## config.mk

```make
export PLATFORM = sky130hd
export DESIGN_NAME = pmm_cell
export DESIGN_NICKNAME = d
export VERILOG_FILES = /design/src/rtl/pmm_pkg.sv /design/src/rtl/pmm_cell.sv
export SDC_FILE = /design/constraint.sdc
export NUM_CORES = 2
export LEC_CHECK = 0
export ABC_AREA = 1
export BUFFER_PORTS_ARGS = -buffer_cell sky130_fd_sc_hd__buf_2
export CAP_MARGIN = 20
export CORE_MARGIN = 3
export CORE_UTILIZATION = 30
export CTS_CLUSTER_DIAMETER = 60
export DETAILED_ROUTE_END_ITERATION = 8
export GPL_ROUTABILITY_DRIVEN = 0
export SYNTH_ARGS = -nofsm -noshare
export SYNTH_HDL_FRONTEND = slang
export SYNTH_SLANG_ARGS = --single-unit
```

## constraint.sdc

```tcl
create_clock -name aclk -period 7.5 [get_ports aclk]
set_input_delay 1.5 -clock aclk [delete_from_list [all_inputs] [get_ports aclk]]
set_output_delay 1.5 -clock aclk [all_outputs]
set_load 0.01 [all_outputs]
```

## src/rtl/pmm_pkg.sv

```systemverilog
// Shared constants, operation codes and cell control type for the polynomial multiplier.
package pmm_pkg;

    // Number of taps and partial sums held in the cell chain.
    localparam int TERMS  = 32;
    localparam int COEF_W = 31;
    localparam int IDX_W  = $clog2(TERMS + 1);
    localparam int DEG_W  = 6;
    localparam int PROD_W = 2 * COEF_W + 1;
    localparam int RCNT_W = $clog2(PROD_W);

    // Operation codes of an input transaction.
    localparam logic [1:0] OP_LOAD  = 2'd0;
    localparam logic [1:0] OP_MUL   = 2'd1;
    localparam logic [1:0] OP_CLEAR = 2'd2;
    localparam logic [1:0] OP_EMPTY = 2'd3;

    // Control broadcast from the sequencer to every cell.
    typedef struct packed {
        logic clear;
        logic shift;
        logic mul;
        logic red;
        logic commit;
    } pmm_cell_ctl_t;

endpackage

```

## src/rtl/pmm_cell.sv

```systemverilog
// One cell of the chain: a tap, a partial sum and a bit-serial modular reducer.
module pmm_cell
    import pmm_pkg::*;
(
    input  logic                aclk,
    input  logic                aresetn,
    input  pmm_cell_ctl_t       ctl,
    input  logic                en,
    input  logic                tap_we,
    input  logic [COEF_W-1:0]   coef,
    input  logic [COEF_W-1:0]   modulus,
    input  logic [COEF_W-1:0]   nbr_sum,
    output logic [COEF_W-1:0]   sum
);

    logic [COEF_W-1:0]   tap_reg;
    logic [COEF_W-1:0]   sum_reg;
    logic [PROD_W-1:0]   prod_reg;
    logic [COEF_W-1:0]   rem_reg;
    logic [2*COEF_W-1:0] mul_full;
    logic [COEF_W:0]     rem_shift;
    logic [COEF_W:0]     rem_sub;
    logic [COEF_W-1:0]   rem_next;

    assign sum = sum_reg;

    // Full-width product of the tap and the incoming coefficient.
    assign mul_full = tap_reg * coef;

    // One restoring step: bring in the next product bit, subtract the modulus if it fits.
    assign rem_shift = {rem_reg, prod_reg[PROD_W-1]};
    assign rem_sub   = rem_shift - {1'b0, modulus};
    assign rem_next  = (rem_shift >= {1'b0, modulus}) ? rem_sub[COEF_W-1:0]
                                                      : rem_shift[COEF_W-1:0];

    // Tap storage, written while the first polynomial loads.
    always_ff @(posedge aclk) begin
        if (tap_we) begin
            tap_reg <= coef;
        end
    end

    // Product and remainder registers of the reducer.
    always_ff @(posedge aclk) begin
        if (ctl.mul) begin
            prod_reg <= PROD_W'(mul_full) + PROD_W'(sum_reg);
            rem_reg  <= '0;
        end else if (ctl.red) begin
            prod_reg <= {prod_reg[PROD_W-2:0], 1'b0};
            rem_reg  <= rem_next;
        end
    end

    // Partial sum: cleared on reset or clear, shifted down the chain, or updated after reduction.
    always_ff @(posedge aclk) begin
        if (!aresetn || ctl.clear) begin
            sum_reg <= '0;
        end else if (ctl.shift) begin
            sum_reg <= nbr_sum;
        end else if (ctl.commit && en) begin
            sum_reg <= rem_reg;
        end
    end

endmodule

```

Word level (Yosys, flattened, before mapping)
Index checks and enable logic that the tools add are counted.

cells by class
  add/sub/neg operators = 2
  multipliers = 1
  $lt $le $gt $ge = 1
  mux-type cells = 5
  reduce and logical (&&, ||, !) cells = 5

operators with widths
  kind                 count
  $mux W63             2
  $mux W31             3
  $add A62 B31 Y63     1
  $mul A31 B31 Y62     1
  $ge A32 B31 Y1       1
  $sub A31 B31 Y31     1
  $reduce_bool A2 Y1   2
  $logic_and A1 B1 Y1  1
  $logic_not A1 Y1     1
  $logic_or A1 B1 Y1   1

storage, ports and cells
  register bits after elaboration = 156
  bits of input ports = 102
  output and inout bits = 31
  logic and storage cells = 18

Longest topological paths before layout
  depth after elaboration = 3
  mapped depth = 31
  mapped depth without buffers = 30

Worst setup path before layout
OpenSTA, ideal clock, no wires.

  path type = in2reg
  start point = input coef[4]
  end point = register prod_reg[59] (data pin)
  library setup time = 254 ps
  data arrival time = 7,233 ps
  data required time = 7,246 ps
  path slack = 14 ps
  stages on the path = 27
  buffers on the path = 1
  cell sequence = clkbuf_1 nand2_1 fa_1 inv_1 fa_1 fa_1 inv_1 fa_1 inv_1 fa_1 fa_1 fa_1 inv_1 fa_1 inv_1 ha_1 nand2_1 nor2_1 inv_1 nor2_1 nand2_1 nor3_1 nand2_1 nand2_1 nand2_1 nand3_1 nand2_1

on the way
  word-level cells in the longest chain between the ends = 3

ends and longest elaborated chain
  element                 RTL line        text
  start: declaration      pmm_cell.sv:10  input logic [COEF_W-1:0] coef,
  $mul A31 B31 Y62        pmm_cell.sv:28  assign mul_full = tap_reg * coef;
  $add A62 B31 Y63        pmm_cell.sv:46  prod_reg <= PROD_W'(mul_full) + PROD_W'(sum_reg);
  $mux W63                pmm_cell.sv:45  if (ctl.mul) begin
  end signal: assignment  pmm_cell.sv:46
  end signal: assignment  pmm_cell.sv:49  prod_reg <= {prod_reg[PROD_W-2:0], 1'b0};
  end: declaration        pmm_cell.sv:18  logic [PROD_W-1:0] prod_reg;

No other way between the ends.
A chain may end at the register's enable or synchronous reset.

Worst setup path in the final report
  start point = input coef[26]
  end point = register prod_reg[54] (data pin)

Same word-level chain as after synthesis.

==> out/qor.csv <==
stage,metric,value,unit
die,Initial Utilization,30.4,%
drt,Vias,35900,
drt,DRC violations left,0,
cts,clock-pin slew of the registers on the worst-case setup and hold paths,0.07,ns
drt,1st-iter DRT viols,2325,
flow_run,number of max-capacitance violations reported,0,
yosys,total nets after synthesis,7158,
worst_hold_path,cell depth of the worst hold path,2,
timing,final setup fails,0,
worst_setup_path,register-to-register setup slack,0.37,ns
global_routing,vias in the first global route,37500,
placed_design,Placed Instances,7978,
yosys,count of cell types in the netlist,39,
drt,wire per inst,15.7,um
placed_design,Detailed Place HPWL,108000,um
timing,achievable frequency,0.136,GHz
die,width of the die,386,um
die,die footprint,0.149,mm2
yosys,sequential cell area fraction in the yosys report,9.36,%
yosys,Synth Warn #,0,
timing,final critical delay including setup and external delays,7.37,ns
yosys,register bit total from synthesis,156,
cts,CTS tree,built,
worst_hold_path,hold path endpoint,rem_reg[24],
worst_setup_path,depth of the worst register-to-register path,25,
worst_setup_path,worst r2r src,tap_reg[21],
drt,post-detailed-route count of antenna-violating nets,0,
run_status,result of the run,finished clean,
timing,total count of hold-check failures in the final report,0,
die,io pins,133,
yosys,biggest area consumer among synthesized cells,fa_1,
worst_hold_path,path type of the worst min-delay path,reg2reg,
yosys,number of flops mapped to enable cells by yosys,94,
timing,setup repair after global routing missed its margin,true,
yosys,most numerous cell types in the synthesized netlist,"1891 x nand2_1, 1783 x inv_1, 869 x fa_1",
layout,Total Nets Final,7385,
yosys,Synth Instances,5889,
yosys,Synth Area per Inst,7.37,um2
yosys,"FFs w/ async S/R, synth",0,%
die,placeable core region,0.143,mm2
timing,fraction of the cycle the final worst path needs,98.3,%
yosys,"Primary FF master, synth",edfxtp_1,
worst_setup_path,type of the worst setup path,in2reg,
die,floorplan die height,386,um
worst_setup_path,kind of launch point of the worst setup path,input port,
worst_setup_path,data arrival time of the critical path,7.63,ns
global_routing,largest net degree at the start of global routing,84,
timing,Slew headroom,24.2,%
cts,number of buffers created by CTS,17,
global_routing,GRT Util Overall,17.1,%
drt,Final Routed Wirelength,126000,um
worst_setup_path,type of element capturing the critical path,register,
cts,H-tree depth reported by CTS,4,
cts,"Clk Latency, worst-skew pair",0.52,ns
global_routing,wire length of the first global-routing pass,203000,um
timing,Max Transition Viols Final,0,
timing,final setup skew,0.0265,ns
placed_design,count of input and output buffers,132,
yosys,Yosys top cell area share,40.1,%
layout,max FFs per register,63,
drt,number of iterations in the first detailed-routing pass,6,
layout,layout cell share with drive strength beyond 1,11.7,%
worst_setup_path,Worst Path Max Fanout,8,
worst_hold_path,start point of the worst hold path,rem_reg[24],
yosys,most used standard cell by instance count after synthesis,nand2_1,
drt,average via count per standard cell,4.48,
layout,non-filler instance count after layout,8020,
global_routing,number of antenna violations at the first check in global routing,3,
cts,root buffer cell,clkbuf_16,
worst_setup_path,required time of the critical path,7.76,ns
layout,fill cell instance count of the final layout,15000,
cts,clock tree sinks,156,
timing,transition time at the pin with the least slew margin,1.14,ns
yosys,Post-Synthesis Cell Area,0.0434,mm2
worst_setup_path,Reg2Reg Capture Point,prod_reg[47],
die,number of rows created at floorplan,138,
layout,area growth from synthesis to layout,14.9,%
cts,Longest Clk Path Bufs,2,
global_routing,Congestion Overflow GR,0,
yosys,main area contributors after synthesis,"fa_1 40%, nand2_1 16%, inv_1 15%",
[area by class of cell]
cell class | count | area (um2) | area share, %
diodes | 1 | 2.50 | 0.00502
clock inverters | 15 | 191 | 0.384
well taps | 1890 | 2360 | 4.74
inverters | 1787 | 6710 | 13.5
multi-input cells | 3716 | 32700 | 65.6
clock buffers | 17 | 425 | 0.853
flip-flops and latches | 156 | 4060 | 8.14
repair buffers | 438 | 3420 | 6.86
[layer usage]
layer	up-vias	routed length [um]	track usage, %
met2	979	60000	28.6
met1	17700	53600	22.1
met3	196	7810	3.17
met5	-	13	0
met4	2	4520	5.87
li1	17000	-	-
[per-stage QoR]
stage | setup TNS [ns] | setup slack, ns | hold WS [ns] | cell area, um2 | utilization (%)
after floorplan | 0 | 0.0136 | 0.448 | 43400 | -
after detailed placement | -27.90 | -0.724 | 0.464 | 48000 | 33.6
after global routing | -0.432 | -0.0702 | 0.508 | 49900 | 35.0
final | 0 | 0.128 | 0.481 | 49900 | 35.0
after CTS | -0.0308 | -0.0308 | 0.480 | 48700 | 34.1
after global placement | -27.43 | -0.766 | 0.464 | 48000 | 33.6
[worst max-delay path, cell delays in order]
cell	delay (ns)
clkbuf_4	0.19
buf_4	0.18
nand2_1	0.05
inv_1	0.07
fa_1	0.50
inv_1	0.06
fa_1	0.53
inv_1	0.05
fa_1	0.47
fa_2	0.57
fa_1	0.47
fa_2	0.60
fa_1	0.45
fa_1	0.52
ha_4	0.33
nand2_1	0.10
nor2_2	0.22
nand2_2	0.15
nor2_4	0.14
and2_1	0.15
nand2_1	0.07
nand2_1	0.07
nand2_1	0.04
nand3_1	0.08
nand2_1	0.06
[cells by family (layout without fill, tap and decap cells)]
group                      after synthesis  count (layout)  synth area share, %
AOI/OAI and AO/OA                      188             188                 2.33
xor gates and xnor gates                38              38                0.767
adders and majority gates             1167            1167                 48.7
buffers and inverters                 2017            2257                 17.6
DFF                                    156             156                 9.36
other                                    0               1                    0
and+or+nand+nor                       2323            2323                 21.3
[timing repair]
item,CTS,global route
buffers inserted,0,6
cloned,0,2
pin swaps,0,104
resized for setup,28,285
hold buffers,0,0
setup endpoints to repair,37,46
[placed cells by master (no fill, tap or decap), types with 3 or more instances in the layout]
cell,n
a21oi_1,85
a21oi_2,17
a31oi_1,13
buf_12,18
buf_2,110
buf_4,274
buf_6,24
buf_8,8
clkbuf_16,19
clkinv_8,6
dfxtp_1,62
edfxtp_1,94
fa_1,848
fa_2,21
ha_1,269
ha_4,29
inv_1,1762
inv_2,23
inv_4,3
inv_8,4
nand2_1,1829
nand2_2,56
nand2_4,13
nand3_1,160
nand3_2,17
nand3b_1,25
nand4_1,15
nor2_1,116
nor2_2,31
nor2_4,21
nor3_1,26
nor3_2,4
o21ai_0,40
o21ai_1,14
o21bai_1,9
o21bai_2,3
or2_2,4
xnor2_1,33
xor2_1,4
[worst max path at each step]
stage	start	endpoint	slack (ns)	depth (start not counted)
4_1_cts	coef[7]	prod_reg[26]	-0.03	24
3_3_place_gp	coef[7]	prod_reg[58]	-0.77	26
6_report	coef[26]	prod_reg[54]	0.13	25
2_1_floorplan	coef[4]	prod_reg[59]	0.01	27
3_5_place_dp	coef[12]	prod_reg[58]	-0.72	26
5_1_grt	coef[16]	prod_reg[54]	-0.07	27
Power is not shown: default switching activity piles up to over one toggle a cycle in this logic, so the estimate is an artifact.
